File: config.mk
export PLATFORM = sky130hd
export DESIGN_NAME = polyline_length_and_chord_core
export DESIGN_NICKNAME = d
export VERILOG_FILES = /design/src/rtl/core/plc_pkg.sv /design/src/rtl/core/plc_dist.sv /design/src/rtl/core/polyline_length_and_chord_core.sv
export SDC_FILE = /design/constraint.sdc
export NUM_CORES = 2
export LEC_CHECK = 0
export CELL_PAD_IN_SITES_DETAIL_PLACEMENT = 1
export CELL_PAD_IN_SITES_GLOBAL_PLACEMENT = 1
export CORE_MARGIN = 2
export CORE_UTILIZATION = 55
export DETAILED_ROUTE_END_ITERATION = 7
export DONT_BUFFER_PORTS = 1
export GPL_TIMING_DRIVEN = 0
export PLACE_DENSITY_LB_ADDON = 0.1
export SKIP_CTS_REPAIR_TIMING = 1
export SLEW_MARGIN = 20
export SYNTH_ARGS = -nofsm -noshare
export SYNTH_HDL_FRONTEND = slang
export SYNTH_SLANG_ARGS = --single-unit
File: constraint.sdc
create_clock -name clk -period 21.1 [get_ports clk]
set_input_delay 2.11 -clock clk [delete_from_list [all_inputs] [get_ports clk]]
set_output_delay 2.11 -clock clk [all_outputs]
set_load 0.02 [all_outputs]
File: src/rtl/core/plc_pkg.sv
// Shared types and constants for the polyline length and chord core.
// No dependencies; imported by every module of the block.
`default_nettype none

package plc_pkg;

    localparam int COORD_WIDTH_DEF = 24;
    localparam int SUM_W           = 40;
    localparam int SUM_EXT_W       = SUM_W + 1;
    localparam int CHORD_W         = 26;

    localparam logic [SUM_W-1:0]   SUM_MAX   = {SUM_W{1'b1}};
    localparam logic [CHORD_W-1:0] CHORD_MAX = {CHORD_W{1'b1}};

    // Top-level sequencer
    typedef enum logic [2:0] {
        S_IDLE,
        S_SEG_GO,
        S_SEG_WAIT,
        S_CHD_GO,
        S_CHD_WAIT,
        S_OUT
    } plc_state_t;

    // Distance unit sequencer
    typedef enum logic [2:0] {
        D_IDLE,
        D_SQX,
        D_SQY,
        D_ROOT,
        D_DONE
    } dist_state_t;

    typedef struct packed {
        logic start;
    } dist_ctl_t;

    typedef struct packed {
        logic busy;
        logic done;
    } dist_sts_t;

endpackage

`default_nettype wire

File: src/rtl/core/plc_dist.sv
// Iterative Euclidean distance unit: floor(sqrt(dx^2 + dy^2)).
// One shared squarer, then a restoring root, one result bit per cycle. Uses plc_pkg.
`default_nettype none

module plc_dist #(
    parameter int COORD_WIDTH = plc_pkg::COORD_WIDTH_DEF
) (
    input  wire logic                          clk,
    input  wire logic                          rst_n,
    input  wire plc_pkg::dist_ctl_t            ctl,
    output plc_pkg::dist_sts_t                 sts,
    input  wire logic [COORD_WIDTH-1:0]        a_x,
    input  wire logic [COORD_WIDTH-1:0]        a_y,
    input  wire logic [COORD_WIDTH-1:0]        b_x,
    input  wire logic [COORD_WIDTH-1:0]        b_y,
    output logic      [COORD_WIDTH:0]          root
);
    import plc_pkg::*;

    localparam int CW     = COORD_WIDTH;
    localparam int SQ_W   = 2 * CW;
    localparam int RAD_W  = 2 * CW + 2;
    localparam int ROOT_W = CW + 1;
    localparam int REM_W  = ROOT_W + 2;
    localparam int CNT_W  = $clog2(ROOT_W);

    dist_state_t state_reg, state_next;

    logic [CW-1:0]     dx_reg, dy_reg;
    logic [SQ_W-1:0]   sq_reg;
    logic [RAD_W-1:0]  rad_reg;
    logic [REM_W-1:0]  rem_reg;
    logic [ROOT_W-1:0] root_reg;
    logic [CNT_W-1:0]  cnt_reg;

    logic [CW:0]       diff_x, diff_y, neg_x, neg_y;
    logic [CW-1:0]     abs_x, abs_y;
    logic [CW-1:0]     mul_a;
    logic [SQ_W-1:0]   mul_p;
    logic [REM_W-1:0]  rem_shift, trial, rem_sub;
    logic              take;

    assign diff_x = {a_x[CW-1], a_x} - {b_x[CW-1], b_x};
    assign diff_y = {a_y[CW-1], a_y} - {b_y[CW-1], b_y};
    assign neg_x  = ~diff_x + 1'b1;
    assign neg_y  = ~diff_y + 1'b1;
    assign abs_x  = diff_x[CW] ? neg_x[CW-1:0] : diff_x[CW-1:0];
    assign abs_y  = diff_y[CW] ? neg_y[CW-1:0] : diff_y[CW-1:0];

    // Single squarer, shared between the two axes
    assign mul_a = (state_reg == D_SQX) ? dx_reg : dy_reg;
    assign mul_p = SQ_W'(mul_a) * SQ_W'(mul_a);

    // One root bit per cycle: bring down the next bit pair, try 4*root+1
    assign rem_shift = {rem_reg[REM_W-3:0], rad_reg[RAD_W-1 -: 2]};
    assign trial     = {root_reg, 2'b01};
    assign take      = (rem_shift >= trial);
    assign rem_sub   = rem_shift - trial;

    always_comb
    begin
        state_next = state_reg;
        case (state_reg)
            D_IDLE:
            begin
                if (ctl.start)
                begin
                    state_next = D_SQX;
                end
            end
            D_SQX:  state_next = D_SQY;
            D_SQY:  state_next = D_ROOT;
            D_ROOT:
            begin
                if (cnt_reg == '0)
                begin
                    state_next = D_DONE;
                end
            end
            D_DONE: state_next = D_IDLE;
            default: state_next = D_IDLE;
        endcase
    end

    always_ff @(posedge clk or negedge rst_n)
    begin
        if (!rst_n)
        begin
            state_reg <= D_IDLE;
        end
        else
        begin
            state_reg <= state_next;
        end
    end

    always_ff @(posedge clk)
    begin
        case (state_reg)
            D_IDLE:
            begin
                if (ctl.start)
                begin
                    dx_reg <= abs_x;
                    dy_reg <= abs_y;
                end
            end
            D_SQX:
            begin
                sq_reg <= mul_p;
            end
            D_SQY:
            begin
                rad_reg  <= RAD_W'(sq_reg) + RAD_W'(mul_p);
                rem_reg  <= '0;
                root_reg <= '0;
                cnt_reg  <= CNT_W'(ROOT_W - 1);
            end
            D_ROOT:
            begin
                rad_reg  <= {rad_reg[RAD_W-3:0], 2'b00};
                rem_reg  <= take ? rem_sub : rem_shift;
                root_reg <= {root_reg[ROOT_W-2:0], take};
                cnt_reg  <= cnt_reg - 1'b1;
            end
            default:
            begin
            end
        endcase
    end

    assign sts.busy = (state_reg != D_IDLE);
    assign sts.done = (state_reg == D_DONE);
    assign root     = root_reg;

endmodule

`default_nettype wire

File: src/rtl/core/polyline_length_and_chord_core.sv
// Polyline length and chord core: top level with the path sequencer and output register.
// Depends on plc_pkg and plc_dist.
//
// Usage: points enter on the in channel (x_coord, y_coord, last_point), signed Q16.8,
// one transfer per point. A transfer happens when in_valid is high and in_stall is low.
// Each point marked last_point gives one result on the out channel: path_length
// (Q32.8, saturating, with length_saturated), and chord_length, the first-to-last
// distance. A path of one point gives zero for both.
// Sequence, with R = COORD_WIDTH + 1 root bits (25 by default): the first point of a
// longer path is taken while the sequencer stays idle. Every later point needs one
// distance of R root bits, and a last point one more for the chord, then a load of
// the output register, before the next input transfer can happen.
// The rate is set by the single distance unit, which squares both axes on one
// multiplier and then develops the root one bit per cycle.
// in_stall is high whenever the sequencer is not idle. A finished result sits in
// the output register; the next point is taken while it waits, and only a further
// result holds the sequencer until out_stall drops.
// Reset clears the open path, the running sum and the output valid.
`default_nettype none

module polyline_length_and_chord_core #(
    parameter int COORD_WIDTH = plc_pkg::COORD_WIDTH_DEF
) (
    input  wire logic                          clk,
    input  wire logic                          rst_n,
    input  wire logic                          in_valid,
    output logic                               in_stall,
    input  wire logic signed [COORD_WIDTH-1:0] x_coord,
    input  wire logic signed [COORD_WIDTH-1:0] y_coord,
    input  wire logic                          last_point,
    output logic                               out_valid,
    input  wire logic                          out_stall,
    output logic [plc_pkg::SUM_W-1:0]          path_length,
    output logic [plc_pkg::CHORD_W-1:0]        chord_length,
    output logic                               length_saturated
);
    import plc_pkg::*;

    localparam int CW     = COORD_WIDTH;
    localparam int ROOT_W = CW + 1;

    plc_state_t state_reg, state_next;

    logic [CW-1:0]      first_x_reg, first_y_reg;
    logic [CW-1:0]      prev_x_reg, prev_y_reg;
    logic [CW-1:0]      cur_x_reg, cur_y_reg;
    logic               last_reg;
    logic               path_open_reg;
    logic [SUM_W-1:0]   sum_reg;
    logic               clip_reg;
    logic [CHORD_W-1:0] chord_reg;

    logic               out_valid_reg;
    logic [SUM_W-1:0]   path_length_reg;
    logic [CHORD_W-1:0] chord_length_reg;
    logic               length_sat_reg;

    logic               accept;
    logic               out_load;
    dist_ctl_t          dist_ctl;
    dist_sts_t          dist_sts;
    logic [CW-1:0]      op_x, op_y;
    logic [ROOT_W-1:0]  root;
    logic [SUM_EXT_W-1:0] sum_ext;
    logic [CHORD_W-1:0] chord_sat;
    logic               seg_done, chd_done;

    assign accept   = in_valid && !in_stall;
    assign in_stall = (state_reg != S_IDLE);

    // Segment uses the previous point, chord the first point
    assign op_x = (state_reg == S_SEG_GO) ? prev_x_reg : first_x_reg;
    assign op_y = (state_reg == S_SEG_GO) ? prev_y_reg : first_y_reg;

    plc_dist #(
        .COORD_WIDTH (COORD_WIDTH)
    ) u_dist (
        .clk   (clk),
        .rst_n (rst_n),
        .ctl   (dist_ctl),
        .sts   (dist_sts),
        .a_x   (op_x),
        .a_y   (op_y),
        .b_x   (cur_x_reg),
        .b_y   (cur_y_reg),
        .root  (root)
    );

    assign sum_ext  = {1'b0, sum_reg} + SUM_EXT_W'(root);
    assign seg_done = (state_reg == S_SEG_WAIT) && dist_sts.done;
    assign chd_done = (state_reg == S_CHD_WAIT) && dist_sts.done;

    generate
        if (ROOT_W > CHORD_W)
        begin : g_chord_clip
            assign chord_sat = (|root[ROOT_W-1:CHORD_W]) ? CHORD_MAX : root[CHORD_W-1:0];
        end
        else
        begin : g_chord_fit
            assign chord_sat = CHORD_W'(root);
        end
    endgenerate

    always_comb
    begin
        state_next     = state_reg;
        dist_ctl.start = 1'b0;
        out_load       = 1'b0;
        case (state_reg)
            S_IDLE:
            begin
                if (in_valid)
                begin
                    if (path_open_reg)
                    begin
                        state_next = S_SEG_GO;
                    end
                    else if (last_point)
                    begin
                        state_next = S_CHD_GO;
                    end
                end
            end
            S_SEG_GO:
            begin
                if (!dist_sts.busy)
                begin
                    dist_ctl.start = 1'b1;
                    state_next     = S_SEG_WAIT;
                end
            end
            S_SEG_WAIT:
            begin
                if (dist_sts.done)
                begin
                    state_next = last_reg ? S_CHD_GO : S_IDLE;
                end
            end
            S_CHD_GO:
            begin
                if (!dist_sts.busy)
                begin
                    dist_ctl.start = 1'b1;
                    state_next     = S_CHD_WAIT;
                end
            end
            S_CHD_WAIT:
            begin
                if (dist_sts.done)
                begin
                    state_next = S_OUT;
                end
            end
            S_OUT:
            begin
                // hold until the output register is free
                if (!out_valid_reg || !out_stall)
                begin
                    out_load   = 1'b1;
                    state_next = S_IDLE;
                end
            end
            default: state_next = S_IDLE;
        endcase
    end

    always_ff @(posedge clk or negedge rst_n)
    begin
        if (!rst_n)
        begin
            state_reg     <= S_IDLE;
            path_open_reg <= 1'b0;
            sum_reg       <= '0;
            clip_reg      <= 1'b0;
            out_valid_reg <= 1'b0;
        end
        else
        begin
            state_reg <= state_next;
            if (accept && !path_open_reg)
            begin
                path_open_reg <= 1'b1;
                sum_reg       <= '0;
                clip_reg      <= 1'b0;
            end
            if (seg_done)
            begin
                if (sum_ext[SUM_W])
                begin
                    sum_reg  <= SUM_MAX;
                    clip_reg <= 1'b1;
                end
                else
                begin
                    sum_reg <= sum_ext[SUM_W-1:0];
                end
            end
            if (chd_done)
            begin
                path_open_reg <= 1'b0;
            end
            if (out_load)
            begin
                out_valid_reg <= 1'b1;
            end
            else if (!out_stall)
            begin
                out_valid_reg <= 1'b0;
            end
        end
    end

    always_ff @(posedge clk)
    begin
        if (accept)
        begin
            cur_x_reg <= x_coord;
            cur_y_reg <= y_coord;
            last_reg  <= last_point;
            if (!path_open_reg)
            begin
                first_x_reg <= x_coord;
                first_y_reg <= y_coord;
                prev_x_reg  <= x_coord;
                prev_y_reg  <= y_coord;
            end
        end
        // distance unit has taken its operands: advance the previous point
        if (dist_ctl.start && (state_reg == S_SEG_GO))
        begin
            prev_x_reg <= cur_x_reg;
            prev_y_reg <= cur_y_reg;
        end
        if (chd_done)
        begin
            chord_reg <= chord_sat;
        end
        if (out_load)
        begin
            path_length_reg  <= sum_reg;
            chord_length_reg <= chord_reg;
            length_sat_reg   <= clip_reg;
        end
    end

    assign out_valid        = out_valid_reg;
    assign path_length      = path_length_reg;
    assign chord_length     = chord_length_reg;
    assign length_saturated = length_sat_reg;

endmodule

`default_nettype wire

### Yosys cells after proc, flatten, opt, wreduce, memory -nomap -nowiden

Cells that the tools add are included.

| storage, ports and cells | value |
|---|---|
| register bits after elaboration | 486 |
| output and inout bits | 69 |

| operators by class | value |
|---|---|
| $mul | 1 |
| reductions and logical operators | 25 |
| bitwise gates (word level) | 3 |
| add/subtract/negate cells | 8 |
| eq/ne operators | 20 |
| magnitude comparators | 1 |
| mux-type cells | 43 |

Operators with widths:

| kind | number |
|---|---|
| $mux 24 | 11 |
| $mux 40 | 3 |
| $pmux 25 s2 | 2 |
| $pmux 50 s2 | 1 |
| $sub 24x24->25 | 2 |
| $add 48x48->49 | 1 |
| $add 24x1->24 const B | 2 |
| $mul 24x24->48 | 1 |
| $not 24->24 | 2 |
| $add 40x25->41 | 1 |
| $mux 3 | 10 |
| $ge 27x27->1 | 1 |
| $mux 25 | 1 |
| $sub 25x25->25 | 1 |
| $pmux 3 s6 | 1 |
| $ne 2x2->1 const B | 7 |
| $eq 3x2->1 const B | 4 |
| $pmux 3 s4 | 1 |
| $mux 1 | 11 |
| $pmux 5 s2 | 1 |
| $eq 3x3->1 const B | 3 |
| $reduce_and 2->1 | 4 |
| $reduce_bool 2->1 | 4 |
| $reduce_and 7->1 | 1 |
| other kinds (13) | 25 |

### Longest topological paths before layout

| depth | value |
|---|---|
| depth in word-level cells | 7 |
| mapped depth | 47 |
| depth with buffers taken out | 43 |

### Hierarchy

Synthesis repeated with hierarchy kept, for this count alone.

| unflattened totals | value |
|---|---|
| cells, all modules | 4,060 |
| area, all modules | 42,361.9 um2 |

By module, submodules not included:

| module | instances | seq. area each (um2) | area each (um2) | cells an instance |
|---|---|---|---|---|
| plc_dist | 1 | 6,080.8 | 30,541.8 | 3,282 |
| polyline_length_and_chord_core | 1 | 8,237.9 | 11,820.1 | 778 |

### Worst setup path before layout

OpenSTA, ideal clock, no wires.

| timing | value |
|---|---|
| kind | reg-to-reg |
| start point | register u_dist.state_reg[0] |
| end point | register u_dist.rad_reg[48], data pin |
| data arrival time | 11.596 ns |
| setup time | 0.275 ns |
| setup slack | 9.229 ns |
| stages on the path, launching flop included | 41 |
| data required time | 20.825 ns |
| cells stage by stage | dfrtp_1 -> clkbuf_1 -> nor3b_1 -> clkbuf_1 -> clkbuf_1 -> mux2_2 -> buf_1 -> nand2_1 -> fa_1 -> inv_1 -> fa_1 -> inv_1 -> fa_1 -> inv_1 -> fa_1 -> ha_1 -> fa_1 -> inv_1 -> [5 not listed] -> o211ai_1 -> nand3_1 -> a21boi_0 -> a31o_2 -> nand3_1 -> o211ai_1 -> a21o_1 -> a221oi_1 -> xnor2_1 -> ha_1 -> nor2b_1 -> or4b_2 -> o31ai_1 -> a21oi_1 -> a21oi_1 -> o21a_1 -> nor2b_1 -> o221ai_1 |

| between the ends | value |
|---|---|
| word-level cells in the longest chain between the ends | 5 |

Ends and longest elaborated chain:

| element | line | source |
|---|---|---|
| start, declared | plc_dist.sv:27 | `dist_state_t state_reg, state_next;` |
| start signal, assigned | plc_dist.sv:93 | `state_reg <= state_next;` |
| $eq 3x1->1 | plc_dist.sv:51 | `assign mul_a = (state_reg == D_SQX) ? dx_reg : dy_reg;` |
| $mux 24 | plc_dist.sv:51 |  |
| $mul 24x24->48 | plc_dist.sv:52 | `assign mul_p = SQ_W'(mul_a) * SQ_W'(mul_a);` |
| via u_dist.mul_p[35] | plc_dist.sv:39 | `logic [SQ_W-1:0] mul_p;` |
| $add 48x48->49 | plc_dist.sv:114 | `rad_reg <= RAD_W'(sq_reg) + RAD_W'(mul_p);` |
| $pmux 50 s2 | plc_dist.sv:99 | `case (state_reg)` |
| end signal, assigned | plc_dist.sv:114 |  |
| end signal, assigned | plc_dist.sv:121 | `rad_reg <= {rad_reg[RAD_W-3:0], 2'b00};` |
| end, declared | plc_dist.sv:31 | `logic [RAD_W-1:0] rad_reg;` |

The timed path passes the listed nets, and every way through them passes these cells.
A chain may end at the register's enable or synchronous reset.

### Worst setup path after layout

| timing | value |
|---|---|
| start point | register u_dist.state_reg[0] |
| end point | register u_dist.rad_reg[46], data pin |

The elaborated chain is that of the path after synthesis.

==> results.txt <==
The post-route fraction of the period consumed by the critical path came out at 0.644. Clock skew on the completed layout was measured at 0.0550 ns. The global-route wire length before repair came out at 189 mm. In this design, the critical path's most frequently occurring cell is sky130_fd_sc_hd__fa_1. Clock latency on the worst-skew pair, taken at its later pin, is 0.64 ns.

Ranked by total cell area, the synthesized netlist is headed by sky130_fd_sc_hd__edfxtp_1 31%, sky130_fd_sc_hd__fa_1 20%, sky130_fd_sc_hd__ha_1 9.6%, sky130_fd_sc_hd__inv_1 6.3%, sky130_fd_sc_hd__nand2_1 3.1%. The fraction of layout instances using a drive strength above 1 is 0.0522. The kind of start point of the critical path is a flop.

The clock passes through at most 3 buffers. The met3 wirelength from detailed routing is 5.70 mm. The first detailed-routing pass took 5 iterations. The data arrival time of the critical path came out at 13.95 ns. The number of nets still failing antenna checks after routing is 0. The DRC marker count from the first detailed-route iteration came out at 1630. The smallest clock period supported by the final layout is computed as 13.60 ns. The number of flip-flops under the largest register name came out at 50.

For this run, asynchronously set or reset flops after synthesis account for 0.101. The H-tree depth came out at 2. The total grt overflow is 0. The detailed router used layers up to and including met4. The routability-driven placement congestion ratio came out at 0.917. In this run the worst path has a maximum fanout of 10. At the pin with the least slew margin, the transition time is 1.15 ns. The number of buffers added by the clock tree synthesis step came out at 55. CTS saw 485 sinks. In this run the tightest slew margin relative to its limit is 0.209.

Tracing the worst setup path back leads to its startpoint at u_dist.state_reg[0]. TritonCTS built the clock tree. After legalization and detailed placement, the total HPWL measured 94.5 mm. The layout-stage area growth over the synthesis result came out at 8.22%.

The synthesized instance count came out at 4079. Leaving out fill and tap cells, the most frequent cell in the layout is sky130_fd_sc_hd__inv_1. The delay of the slowest critical-path stage is 0.84 ns. Based on the critical path, the design can be clocked at up to 73.6 MHz. The cell with the largest stage delay on the worst path is sky130_fd_sc_hd__nor3b_1. Counting flops with a built-in enable in the synthesized netlist gives 436.

The average wire per standard cell came out at 22.9 microns. The number of setup violations in the final report is 0. The sequential cell area fraction in the yosys report came out at 0.342. The area of the core region came out at 75700 sq um. The total wirelength of the detailed-routed design came out at 119 mm. For this run, design rule violations remaining after detail routing come to 0. The number of ports placed on the die boundary is 122. The min-delay analysis places its worst path in the category flop to flop.

The run finished with clean final reports. The number of antenna cells inserted is 0. The site row count is 101.

The total of buffers placed on input and output ports is 0. The height of the die came out at 280 microns. After detailed routing, the met2 layer carries 58.2 mm of wire. The wire length the detailed router placed on met1 came out at 50.0 mm. The count of maximum capacitance violations came out at 0. In the layout the commonest cells are 703 x sky130_fd_sc_hd__inv_1, 436 x sky130_fd_sc_hd__edfxtp_1, 425 x sky130_fd_sc_hd__fa_1.

The origin of the worst min-delay path is chord_reg[24]. The final count of hold timing violations came out at 0. The distinct cell type count after synthesis is 86. The overall via count from detail_route came out at 30111.

The dominant register cell in the synthesized netlist is sky130_fd_sc_hd__edfxtp_1. The largest net degree at the start of global routing came out at 50. The initial utilization of the core area, before any placement, comes to 0.553. The fraction of synthesized cell area taken by the top area cell type came out at 0.313.

The setup path with the least slack is of type flop to flop. The width of the die came out at 280 microns. In the routed layout, each cell is associated on average with a via count of 5.82. After routing, the total negative slack on setup checks comes to 0 ns.

In this run the critical register-to-register path is launched from u_dist.state_reg[0]. The number of warnings issued by yosys is 0. The required time at the endpoint of the critical path came out at 21.46 ns. The mapped netlist covers 41900 sq um.

The number of nets handed over by synthesis was 4877. The overall routing resource usage came out at 0.311. The clock transition at the registers of the reported paths came out at 0.06 ns.

The number of register bits inferred by synthesis is 485. The worst setup path is captured at a flop. The total die area came out at 78400 sq um. The number of global-route vias before repair came to 33364. The biggest area contributor in the post-synthesis netlist is sky130_fd_sc_hd__edfxtp_1. The final-stage net count came out at 4952. The average size of a mapped cell is 10.3 sq um. Clock tree synthesis selected as its root buffer the cell sky130_fd_sc_hd__clkbuf_16. Counting tap cells, the placed design contains a total of 5075 instances.

Setup repair after global routing left no endpoint under its margin. The filler-free cell count of the finished design came out at 5177. The initial antenna violation count came out at 0.

The final number of max-transition violations is 0.
==> cell usage after synthesis, types with 25 or more instances <==
master                       n
sky130_fd_sc_hd__mux2i_1    36
sky130_fd_sc_hd__edfxtp_1  436
sky130_fd_sc_hd__o21bai_1   26
sky130_fd_sc_hd__nand3_1    68
sky130_fd_sc_hd__nor2b_1    30
sky130_fd_sc_hd__a21oi_1   198
sky130_fd_sc_hd__a31oi_1    28
sky130_fd_sc_hd__fa_1      425
sky130_fd_sc_hd__dfrtp_1    49
sky130_fd_sc_hd__o211ai_1   25
sky130_fd_sc_hd__a21o_1    102
sky130_fd_sc_hd__nand2_1   350
sky130_fd_sc_hd__xor2_1     69
sky130_fd_sc_hd__o21ai_0   160
sky130_fd_sc_hd__xnor2_1   144
sky130_fd_sc_hd__nor2_1    341
sky130_fd_sc_hd__mux2_2     66
sky130_fd_sc_hd__inv_1     704
sky130_fd_sc_hd__clkbuf_1  117
sky130_fd_sc_hd__ha_1      320
sky130_fd_sc_hd__nand2b_1   27
sky130_fd_sc_hd__nor3_1     36
==> worst paths after layout <==
path	end	slack, ns	cells after the start
worst max-delay path	u_dist.rad_reg[46]	7.50	41
worst max register to register	u_dist.rad_reg[46]	7.50	41
min in group asynchronous	sum_reg[15]	1.16	0
max in group asynchronous	sum_reg[36]	19.80	0
worst min register to register	chord_length[24]	0.42	0
worst min-delay path	chord_length[24]	0.42	0
==> area by class of cell <==
type                    instances  area (sq um)
fillers                      8189         30400
multi-input cells            2753         24500
plain buffers                 132           509
clock buffers                  64          1410
well taps                     978          1220
inverters                     709          2660
flip-flops and latches        485         14300
clock inverters                38           409
repair buffers                 18           337
==> metrics by stage <==
stage                      util  hold WS, ns  cell area (sq um)  worst slack [ns]
after floorplan               -        0.400              41900              9.23
after global placement    0.570        0.402              43100              5.46
after detailed placement  0.575        0.406              43500              7.71
after CTS                 0.599        0.421              45300              7.72
after global routing      0.599        0.427              45300              6.91
final                     0.599        0.420              45300              7.50
==> critical path, delay by kind of cell, from the launching register on <==
| kind | cells | cell delay, ns |
|---|---|---|
| compound gates | 13 | 3.04 |
| simple gates | 9 | 2.51 |
| buf+inv | 8 | 2.26 |
| flops | 1 | 0.32 |
| xor+xnor | 1 | 0.19 |
| fa+ha+maj | 9 | 4.16 |
| mux | 1 | 0.82 |
==> per-layer routing <==
metal  track usage  vias up
li1              -    13769
met1         0.404    15346
met2         0.535      739
met3        0.0393      257
met4         0.118        0
met5             0        -
==> kinds of logic after synthesis <==
logic type,after synthesis,synth area share
adders and majority gates,745,0.299
xor gates and xnor gates,213,0.0445
buffers and inverters,841,0.0756
and+or+nand+nor,981,0.104
other,1,0.0000895
DFF,485,0.342
muxes,102,0.0263
AOI/OAI and AO/OA,711,0.109
Power is not shown: default switching activity piles up to over one toggle a cycle in this logic, so the estimate is an artifact.
